<file path="src/design/ry420_pkg.sv">
// ----------------------------------------------------------------------------
// ry420_pkg: shared types, constants and helpers for the RGB to YCbCr block
// Holds the request/response beat structs, the BT.601 integer coefficients
// and the reciprocal constants used for the constant divisions.
// ----------------------------------------------------------------------------
package ry420_pkg;

   typedef struct packed {
      logic [23:0] top_left_pixel;
      logic [23:0] top_right_pixel;
      logic [23:0] bottom_left_pixel;
      logic [23:0] bottom_right_pixel;
   } req_type;

   typedef struct packed {
      logic [7:0] luma_top_left;
      logic [7:0] luma_top_right;
      logic [7:0] luma_bottom_left;
      logic [7:0] luma_bottom_right;
      logic [7:0] chroma_blue;
      logic [7:0] chroma_red;
   } rsp_type;

   // One pixel split into channels.
   typedef struct packed {
      logic [7:0] red;
      logic [7:0] green;
      logic [7:0] blue;
   } pixel_type;

   localparam int NUM_LANES = 4;
   localparam int PIPE_DEPTH = 4;

   // Luma: (98B + 504G + 257R + 16500) / 1000
   localparam int LUMA_NUM_W = 18;
   localparam logic [LUMA_NUM_W-1:0] LUMA_CB = 18'd98;
   localparam logic [LUMA_NUM_W-1:0] LUMA_CG = 18'd504;
   localparam logic [LUMA_NUM_W-1:0] LUMA_CR = 18'd257;
   localparam logic [LUMA_NUM_W-1:0] LUMA_OFS = 18'd16500;
   // ceil(2^28 / 1000); exact floor for numerators below 2^18
   localparam int LUMA_SHIFT = 28;
   localparam int LUMA_RECIP_W = 19;
   localparam logic [LUMA_RECIP_W-1:0] LUMA_RECIP = 19'd268436;
   localparam int LUMA_PROD_W = LUMA_NUM_W + LUMA_RECIP_W;

   // Chroma over 10-bit channel sums, divided by 4000
   localparam int SUM_W = 10;
   localparam int CHROMA_NUM_W = 20;
   localparam logic [CHROMA_NUM_W-1:0] CB_KB = 20'd439;
   localparam logic [CHROMA_NUM_W-1:0] CB_KG = 20'd291;
   localparam logic [CHROMA_NUM_W-1:0] CB_KR = 20'd148;
   localparam logic [CHROMA_NUM_W-1:0] CR_KB = 20'd71;
   localparam logic [CHROMA_NUM_W-1:0] CR_KG = 20'd368;
   localparam logic [CHROMA_NUM_W-1:0] CR_KR = 20'd439;
   localparam logic [CHROMA_NUM_W-1:0] CHROMA_OFS = 20'd514000;
   // ceil(2^32 / 4000); exact floor for numerators below 2^20
   localparam int CHROMA_SHIFT = 32;
   localparam int CHROMA_RECIP_W = 21;
   localparam logic [CHROMA_RECIP_W-1:0] CHROMA_RECIP = 21'd1073742;
   localparam int CHROMA_PROD_W = CHROMA_NUM_W + CHROMA_RECIP_W;

   localparam logic [8:0] LUMA_MIN = 9'd16;
   localparam logic [8:0] LUMA_MAX = 9'd235;
   localparam logic [8:0] CHROMA_MIN = 9'd16;
   localparam logic [8:0] CHROMA_MAX = 9'd240;

   function automatic logic [7:0] clamp8(input logic [8:0] v,
                                         input logic [8:0] lo,
                                         input logic [8:0] hi);
      logic [8:0] r;
      r = v;
      if (v < lo) r = lo;
      else if (v > hi) r = hi;
      return r[7:0];
   endfunction

endpackage

</file>
<file path="src/design/rgb_to_yuv420_block_top.sv">
// ----------------------------------------------------------------------------
// rgb_to_yuv420_block_top: BT.601 RGB to YCbCr 4:2:0 for one 2x2 block
// A block passes the lane sum, multiply and clamp registers (merge numerator
// and product in parallel), then rsp_ff; rsp_strobe is high for one cycle.
// Throughput: one block per cycle; busy is never raised, as the receiver
// cannot stall and the pipeline holds no state between blocks.
// Reset clears only the valid pipeline, so no stale strobe follows reset.
// ----------------------------------------------------------------------------
module rgb_to_yuv420_block_top (
   input  logic                clock,
   input  logic                reset,
   input  logic                start,
   output logic                busy,
   input  ry420_pkg::req_type  req_data,
   output logic                rsp_strobe,
   output ry420_pkg::rsp_type  rsp_data
);

   // Lane order follows the beat: top left, top right, bottom left, bottom right.
   logic [23:0]          lane_pixel [ry420_pkg::NUM_LANES];
   ry420_pkg::pixel_type lane_pix   [ry420_pkg::NUM_LANES];
   logic [7:0]           lane_luma  [ry420_pkg::NUM_LANES];

   logic [ry420_pkg::CHROMA_PROD_W-1:0] cb_prod, cr_prod;

   logic [ry420_pkg::PIPE_DEPTH-1:0] valid_in, valid_ff;
   ry420_pkg::rsp_type               rsp_in, rsp_ff;
   logic                             accept;

   // The pipeline never backs up, so take a beat every cycle.
   assign busy   = 1'b0;
   assign accept = start & ~busy;

   assign lane_pixel[0] = req_data.top_left_pixel;
   assign lane_pixel[1] = req_data.top_right_pixel;
   assign lane_pixel[2] = req_data.bottom_left_pixel;
   assign lane_pixel[3] = req_data.bottom_right_pixel;

   // Four luma lanes side by side, one per pixel of the block.
   for (genvar i = 0; i < ry420_pkg::NUM_LANES; i++) begin : g_lane
      ry420_luma_lane u_lane (
         .clock   (clock),
         .pixel   (lane_pixel[i]),
         .pix_out (lane_pix[i]),
         .luma    (lane_luma[i])
      );
   end

   // Merge the lanes' pixels into the shared chroma pair.
   ry420_chroma_merge u_merge (
      .clock   (clock),
      .pix     (lane_pix),
      .cb_prod (cb_prod),
      .cr_prod (cr_prod)
   );

   always_comb begin
      // Advance the valid marks alongside the data stages.
      valid_in = {valid_ff[ry420_pkg::PIPE_DEPTH-2:0], accept};
      // Lane luma and merge products arrive in the same stage; floor and
      // clamp chroma here and register the whole beat.
      rsp_in.luma_top_left     = lane_luma[0];
      rsp_in.luma_top_right    = lane_luma[1];
      rsp_in.luma_bottom_left  = lane_luma[2];
      rsp_in.luma_bottom_right = lane_luma[3];
      rsp_in.chroma_blue = ry420_pkg::clamp8(
         cb_prod[ry420_pkg::CHROMA_SHIFT+8:ry420_pkg::CHROMA_SHIFT],
         ry420_pkg::CHROMA_MIN, ry420_pkg::CHROMA_MAX);
      rsp_in.chroma_red = ry420_pkg::clamp8(
         cr_prod[ry420_pkg::CHROMA_SHIFT+8:ry420_pkg::CHROMA_SHIFT],
         ry420_pkg::CHROMA_MIN, ry420_pkg::CHROMA_MAX);
   end

   always_ff @(posedge clock) begin
      if (reset) begin
         valid_ff <= '0;
      end else begin
         valid_ff <= valid_in;
      end
   end

   // Payload needs no reset; the strobe qualifies it.
   always_ff @(posedge clock) begin
      rsp_ff <= rsp_in;
   end

   assign rsp_strobe = valid_ff[ry420_pkg::PIPE_DEPTH-1];
   assign rsp_data   = rsp_ff;

endmodule

</file>
<file path="src/design/ry420_luma_lane.sv">
// ----------------------------------------------------------------------------
// ry420_luma_lane: per-pixel luma lane
// Three-stage lane: weighted sum, reciprocal multiply, floor and clamp.
// Also passes its split pixel to the chroma merge stage.
// ----------------------------------------------------------------------------
module ry420_luma_lane (
   input  logic                  clock,
   input  logic [23:0]           pixel,
   output ry420_pkg::pixel_type  pix_out,
   output logic [7:0]            luma
);

   ry420_pkg::pixel_type                    pix_in, pix_ff;
   logic [ry420_pkg::LUMA_NUM_W-1:0]        num_in, num_ff;
   logic [ry420_pkg::LUMA_PROD_W-1:0]       prod_in, prod_ff;
   logic [7:0]                              luma_in, luma_ff;

   always_comb begin
      pix_in = ry420_pkg::pixel_type'(pixel);
      num_in = ry420_pkg::LUMA_CB * {10'd0, pix_in.blue}
             + ry420_pkg::LUMA_CG * {10'd0, pix_in.green}
             + ry420_pkg::LUMA_CR * {10'd0, pix_in.red}
             + ry420_pkg::LUMA_OFS;
      prod_in = ry420_pkg::LUMA_PROD_W'(num_ff)
              * ry420_pkg::LUMA_PROD_W'(ry420_pkg::LUMA_RECIP);
      luma_in = ry420_pkg::clamp8(
                   prod_ff[ry420_pkg::LUMA_SHIFT+8:ry420_pkg::LUMA_SHIFT],
                   ry420_pkg::LUMA_MIN, ry420_pkg::LUMA_MAX);
   end

   always_ff @(posedge clock) begin
      pix_ff  <= pix_in;
      num_ff  <= num_in;
      prod_ff <= prod_in;
      luma_ff <= luma_in;
   end

   assign pix_out = pix_ff;
   assign luma    = luma_ff;

endmodule

</file>
<file path="src/design/ry420_chroma_merge.sv">
// ----------------------------------------------------------------------------
// ry420_chroma_merge: block chroma from the four lanes
// Sums the channels over the lanes and forms the Cb/Cr numerators, then
// multiplies by the reciprocal of 4000. Clamping happens in the top module.
// ----------------------------------------------------------------------------
module ry420_chroma_merge (
   input  logic                                 clock,
   input  ry420_pkg::pixel_type                 pix [ry420_pkg::NUM_LANES],
   output logic [ry420_pkg::CHROMA_PROD_W-1:0]  cb_prod,
   output logic [ry420_pkg::CHROMA_PROD_W-1:0]  cr_prod
);

   logic [ry420_pkg::SUM_W-1:0]          sum_r, sum_g, sum_b;
   logic [ry420_pkg::CHROMA_NUM_W-1:0]   sr, sg, sb;
   logic [ry420_pkg::CHROMA_NUM_W-1:0]   cb_num_in, cb_num_ff, cr_num_in, cr_num_ff;
   logic [ry420_pkg::CHROMA_PROD_W-1:0]  cb_prod_in, cb_prod_ff, cr_prod_in, cr_prod_ff;

   always_comb begin
      sum_r = '0;
      sum_g = '0;
      sum_b = '0;
      for (int i = 0; i < ry420_pkg::NUM_LANES; i++) begin
         sum_r = sum_r + {2'd0, pix[i].red};
         sum_g = sum_g + {2'd0, pix[i].green};
         sum_b = sum_b + {2'd0, pix[i].blue};
      end
      sr = ry420_pkg::CHROMA_NUM_W'(sum_r);
      sg = ry420_pkg::CHROMA_NUM_W'(sum_g);
      sb = ry420_pkg::CHROMA_NUM_W'(sum_b);
      // Both numerators stay positive and below 2^20 for 8-bit channels.
      cb_num_in = ry420_pkg::CB_KB * sb + ry420_pkg::CHROMA_OFS
                - ry420_pkg::CB_KG * sg - ry420_pkg::CB_KR * sr;
      cr_num_in = ry420_pkg::CR_KR * sr + ry420_pkg::CHROMA_OFS
                - ry420_pkg::CR_KG * sg - ry420_pkg::CR_KB * sb;
      cb_prod_in = ry420_pkg::CHROMA_PROD_W'(cb_num_ff)
                 * ry420_pkg::CHROMA_PROD_W'(ry420_pkg::CHROMA_RECIP);
      cr_prod_in = ry420_pkg::CHROMA_PROD_W'(cr_num_ff)
                 * ry420_pkg::CHROMA_PROD_W'(ry420_pkg::CHROMA_RECIP);
   end

   always_ff @(posedge clock) begin
      cb_num_ff  <= cb_num_in;
      cr_num_ff  <= cr_num_in;
      cb_prod_ff <= cb_prod_in;
      cr_prod_ff <= cr_prod_in;
   end

   assign cb_prod = cb_prod_ff;
   assign cr_prod = cr_prod_ff;

endmodule
</file>
<file path="config.mk">
export PLATFORM = sky130hd
export DESIGN_NAME = rgb_to_yuv420_block_top
export DESIGN_NICKNAME = d
export VERILOG_FILES = /design/src/design/ry420_pkg.sv /design/src/design/rgb_to_yuv420_block_top.sv /design/src/design/ry420_luma_lane.sv /design/src/design/ry420_chroma_merge.sv
export SDC_FILE = /design/constraint.sdc
export NUM_CORES = 2
export LEC_CHECK = 0
export BUFFER_PORTS_ARGS = -buffer_cell sky130_fd_sc_hd__buf_2
export CAP_MARGIN = 20
export CELL_PAD_IN_SITES_DETAIL_PLACEMENT = 2
export CELL_PAD_IN_SITES_GLOBAL_PLACEMENT = 2
export CORE_MARGIN = 5
export CORE_UTILIZATION = 47
export DETAILED_ROUTE_END_ITERATION = 10
export GPL_ROUTABILITY_DRIVEN = 1
export GPL_TIMING_DRIVEN = 1
export PLACE_DENSITY = 0.95
export SKIP_CTS_REPAIR_TIMING = 1
export SYNTH_ARGS = -nofsm -noshare
export SYNTH_HDL_FRONTEND = slang
export SYNTH_SLANG_ARGS = --single-unit
</file>
<file path="constraint.sdc">
create_clock -name clock -period 23.1 [get_ports clock]
set_input_delay 5.775 -clock clock [delete_from_list [all_inputs] [get_ports clock]]
set_output_delay 5.775 -clock clock [all_outputs]
set_load 0.02 [all_outputs]
</file>
== Word level (Yosys, flattened, before mapping) ==
Cells that the tools add are included.
Operators by class
  magnitude comparators: 12
  bitwise gates (word level): 0
  equal/unequal tests: 0
  $mul: 24
  muxes and demuxes: 6
  shift operators: 0
  reduce and logical (&&, ||, !) cells: 6
  add/sub/neg operators: 27
  div/mod/pow operators: 0
Operators by type and width (number)
  $mul 18x17->35 const B: 4
  $mul 6x8->14 const A: 8
  $mul 20x20->40 const B: 2
  $add 15x17->18: 4
  $add 18x15->18 const B: 4
  $add 18x17->18: 4
  $mul 9x8->17 const A: 4
  $add 10x8->10: 6
  $mul 9x10->19 const A: 3
  $gt 9x8->1 const B: 6
  $lt 9x5->1 const B: 6
  $mux 8: 6
  $add 19x19->20 const B: 2
  $sub 20x19->20: 2
  $add 8x8->9: 3
  $sub 20x17->20: 1
  $sub 20x18->20: 1
  $mul 7x10->17 const A: 1
  $mul 6x10->16 const A: 1
  $mul 5x10->15 const A: 1
  $reduce_or 2->1: 6
Word-level totals
  bits in read-only memories: 0
  output and inout port bits: 50
  memory bits (writable): 0
  memories kept: 0
  flip-flop bits (word level): 512
  latch bits: 0

== Longest topological paths before layout ==
  word-level depth: 7
  gate-level depth with buffers: 45
  depth with buffers taken out: 45

== By module ==
Synthesis repeated with hierarchy kept, for this count alone.
Unflattened totals
  cell total of the unflattened synthesis: 5874
  area, all modules: 59587.1 µm²
By module, submodules not included
  ry420_chroma_merge: sequential area each 2402.3 µm², instances 1, area each 26651.8 µm², cells an instance 2742
  ry420_luma_lane (g_lane[1].u_lane ...): sequential area each 1161.1 µm², instances 2, area each 7943.9 µm², cells an instance 766
  ry420_luma_lane (g_lane[3].u_lane): sequential area each 1161.1 µm², instances 1, area each 7970.1 µm², cells an instance 768
  ry420_luma_lane (g_lane[0].u_lane): sequential area each 1161.1 µm², instances 1, area each 7805.0 µm², cells an instance 752
  rgb_to_yuv420_block_top: sequential area each 1041.0 µm², instances 1, area each 1272.5 µm², cells an instance 80

== Least setup slack after synthesis ==
OpenSTA, ideal clock, no wires.
  path kind: in2reg
  start: input port req_data[11] (netlist bit)
  end: register g_lane[3].u_lane.num_ff[17] (netlist bit)
  setup time: 118 ps
  arrival time: 11203 ps
  cell stages on the path: 23
  path slack: 11779 ps
  path buffers: 0
  cells stage by stage: fa_1 inv_1 fa_1 fa_1 inv_1 ha_1 nor2b_1 o21ai_0 a21boi_0 o21ai_0 nand2_1 nor2_1 nor2_1 ha_1 fa_1 fa_1 ha_1 and2_1 a22o_1 a311o_1 a31oi_1 o21bai_1 xnor2_1
Between the ends
  cells in the longest elaborated chain, start to end: 4
RTL lines
  start: declaration: line rgb_to_yuv420_block_top.sv:14  | input ry420_pkg::req_type req_data,
  $mul 6x8->14: line ry420_luma_lane.sv:21  | + ry420_pkg::LUMA_CG * {10'd0, pix_in.green}
  $add 15x17->18: line ry420_luma_lane.sv:21
  $add 18x17->18: line ry420_luma_lane.sv:22  | + ry420_pkg::LUMA_CR * {10'd0, pix_in.red}
  $add 18x15->18: line ry420_luma_lane.sv:23  | + ry420_pkg::LUMA_OFS;
  net g_lane[3].u_lane.num_in (one bit): line ry420_luma_lane.sv:14  | logic [ry420_pkg::LUMA_NUM_W-1:0] num_in, num_ff;
  end signal: assignment: line ry420_luma_lane.sv:33  | num_ff <= num_in;
  end: declaration: line ry420_luma_lane.sv:14
The timed path passes the listed nets, and every way through them passes these cells.
A chain may end at the register's enable or synchronous reset.

== Worst setup path after layout ==
  start: register g_lane[1].u_lane.pix_ff, in the netlist g_lane[1].u_lane.pix_out[16]
  end: register u_merge.cb_num_ff[18] (netlist bit)
Between the ends
  cells in the longest elaborated chain, start to end: 5
RTL lines
  start: declaration: line ry420_luma_lane.sv:13  | ry420_pkg::pixel_type pix_in, pix_ff;
  start signal: assignment: line ry420_luma_lane.sv:32  | pix_ff <= pix_in;
  $add 8x8->9: line ry420_chroma_merge.sv:23  | sum_r = sum_r + {2'd0, pix[i].red};
  $add 10x8->10 (2 in series): line ry420_chroma_merge.sv:23
  $mul 6x10->16: line ry420_chroma_merge.sv:32  | - ry420_pkg::CB_KG * sg - ry420_pkg::CB_KR * sr;
  $sub 20x18->20: line ry420_chroma_merge.sv:32
  net u_merge.cb_num_in (one bit): line ry420_chroma_merge.sv:15  | logic [ry420_pkg::CHROMA_NUM_W-1:0] cb_num_in, cb_num_ff, cr_num_in, cr_num_ff;
  end signal: assignment: line ry420_chroma_merge.sv:42  | cb_num_ff <= cb_num_in;
  end: declaration: line ry420_chroma_merge.sv:15
The timed path passes the listed nets, and every way through them passes these cells.

==> out/metrics.cfg <==
[status]
status=complete, but fails checks
violations=DRC, capacitance limit, slew limit

[detailed_routing]
via_count=52360
route.detailed.drc=89
firstDrtPassIters=11
drt_iter0_drc=6664
routedWlPerCell_um=44.25
via_per_inst=6.832
final_antenna_net_count=0
drt_wl_total_um=339100

[global_routing]
antenna_found_initial=72
grt_pass1_vias=60900
grt_pass1_wl_um=472500
grt-ovfl-total=0
globalRouteTotalUtil_pct=53.05
grt_max_degree=14

[timing]
layout_min_cycle_time_ns=16.03
hold_violations=0
rsz0062_at_grt=no
setup_tns_ns=0
relSlewSlack_pct=-31.81
skew_ns=0.06021
worstMarginPinSlew_ns=1.950
setup_violations=0
finalMaxSlewViolations=2
setup_slack_ns=7.073
max_freq_ghz=0.06240
post-route-period-util_pct=69.38

[floorplanning]
initial_core_util_pct=47.45
std_cell_rows=127
core_area_um2=120100
num_io_pins=149
die_h_um=358.3
fp.dieArea_um2=128400
die_w_um=358.3

[cts]
root_buffer=clkbuf_16
clockBufferDepth=3
tritoncts=built
htree_num_levels=2
cts_buffers=46
insertion_delay_ns=0.73
clk_pin_slew_ns=0.07
cts.sinks=342

[placement]
pre_cts_slack_ns=10.37
port-buffer-count=147
dp_hpwl_um=217300
place_congestion=0.8585

[synth]
synth_xor_area_share_pct=3.472
yosysWarnings=0
synthMuxAreaShare_pct=0.08780
yosysMostFrequentCell=inv_1
synthesis.area_um2=57000
ys_top_cells_by_count=inv_1 (1685), ha_1 (1636), fa_1 (746)
postSynth.asyncResetShare_pct=0
synth_top_area_cell=ha_1
synthAdderAreaFrac_pct=62.11
yosys.area.top_type_share_pct=35.91
yosys.area_share.simple_pct=4.418
synth-main-ff-cell=dfxtp_1
synth_compound_area_share_pct=6.780
synth_edf_count=0
ys_seq_area_share_pct=12.01
yosys_register_bits=342
synth_area_leaders=ha_1 (36%), fa_1 (26%), dfxtp_1 (12%)
synth_top_family_by_area=adder cells
synth_cells=5746
ys_types=68
syn_area_per_cell_um2=9.921

[cells_and_area]
fin_util_pct=51.31
syn2layout_area_growth_pct=8.130
drive_above_1_share_pct=4.756
fin_nets=8438

[setup_path]
rrSetupSlack_ns=7.07
critical_path_class=register to register
arrival_ns=16.60
critPathCaptureType=register
cp_data_required_time_ns=23.68
worst_setup_path_start_kind=register
max_stage_delay_ns=1.03
worstPathMaxFanout=6
setup.worst_path.end=u_merge.cb_num_ff[18]
reg2reg_from=g_lane[1].u_lane.pix_out[16]
critical_path.most_common_cell=inv_1
rr_worst_depth=35
r2r_end=u_merge.cb_num_ff[18]
slowest_stage=fa_1
critPathLaunch=g_lane[1].u_lane.pix_out[16]

[run]
cap_violations=1

[hold_path]
hold_depth=0
min_path_type=register to register

## worst min-delay path by stage
stage	startpoint	to
finish	g_lane[3].u_lane.luma[6]	rsp_data[22]
global route	g_lane[1].u_lane.luma[3]	rsp_data[35]
CTS	g_lane[1].u_lane.luma[3]	rsp_data[35]
detailed placement	g_lane[1].u_lane.luma[3]	rsp_data[35]
global placement	g_lane[1].u_lane.luma[2]	rsp_data[34]
floorplan	g_lane[3].u_lane.luma[0]	rsp_data[16]
## final cells by class
type	count	area [µm²]
flip-flops and latches	342	6847
diodes	58	145.1
clock buffers	57	1274
well taps	1612	2017
multi-input cells	3718	43830
fillers	12410	58490
inverters	1685	6325
repair buffers	164	877.1
clock inverters	27	324.1
## registers in the layout, indices dropped and copies added, names as in the netlist
| name | count |
|---|---|
| g_lane.u_lane.pix_out | 96 |
| g_lane.u_lane.num_ff | 68 |
| rsp_data | 48 |
| g_lane.u_lane.prod_ff | 36 |
| g_lane.u_lane.luma | 32 |
| u_merge.cb_num_ff | 20 |
| u_merge.cr_num_ff | 20 |
| u_merge.cb_prod | 9 |
| u_merge.cr_prod | 9 |
| valid_ff | 4 |
## metal layers
metal | global-route usage [%] | part of all wire, % | routed length [µm] | up-vias
li1 | - | - | - | 18830
met1 | 46.19 | 30 | 101000 | 25740
met2 | 80.91 | 44 | 148500 | 4707
met3 | 30.77 | 12 | 41880 | 3034
met4 | 55.77 | 14 | 46480 | 48
met5 | 12.91 | 0.39 | 1317 | -
## metrics by stage
stage	std cells	hold WS (ns)	area, µm²
2_1_floorplan	5747	0.3096	57010
3_3_place_gp	7514	0.3106	59820
3_5_place_dp	7514	0.3132	59820
4_1_cts	7598	0.3265	61420
5_1_grt	7628	0.3322	61550
6_report	7663	0.3287	61640
## kinds of logic after synthesis
group                      after synthesis
AOI/OAI and AO/OA                      602
xor gates and xnor gates               226
adders and majority gates             2382
buffers and inverters                 1687
DFF                                    342
muxes                                    5
other                                    1
and+or+nand+nor                        501
## critical path: cells and delay by family (launching register included)
family	cells	cell delay, ns
adders and majority gates	15	9.00
xor gates and xnor gates	3	1.05
AOI/OAI and AO/OA	6	1.95
buffers and inverters	10	2.88
DFF	1	0.66
and+or+nand+nor	1	0.19
## layout by cell type, fill, tap and decap left out, drive strengths merged, types with 58 or more instances in the layout
cell type	n
buf	162
xnor2	171
diode	58
nor2	128
inv	1695
fa	746
a21o	72
a21oi	187
clkbuf	59
ha	1636
o21ai	123
dfxtp	342
nand2	92
Power is left out: the tool's default activity adds up to more than one toggle a clock period on the data nets, which glitch-free logic cannot reach.
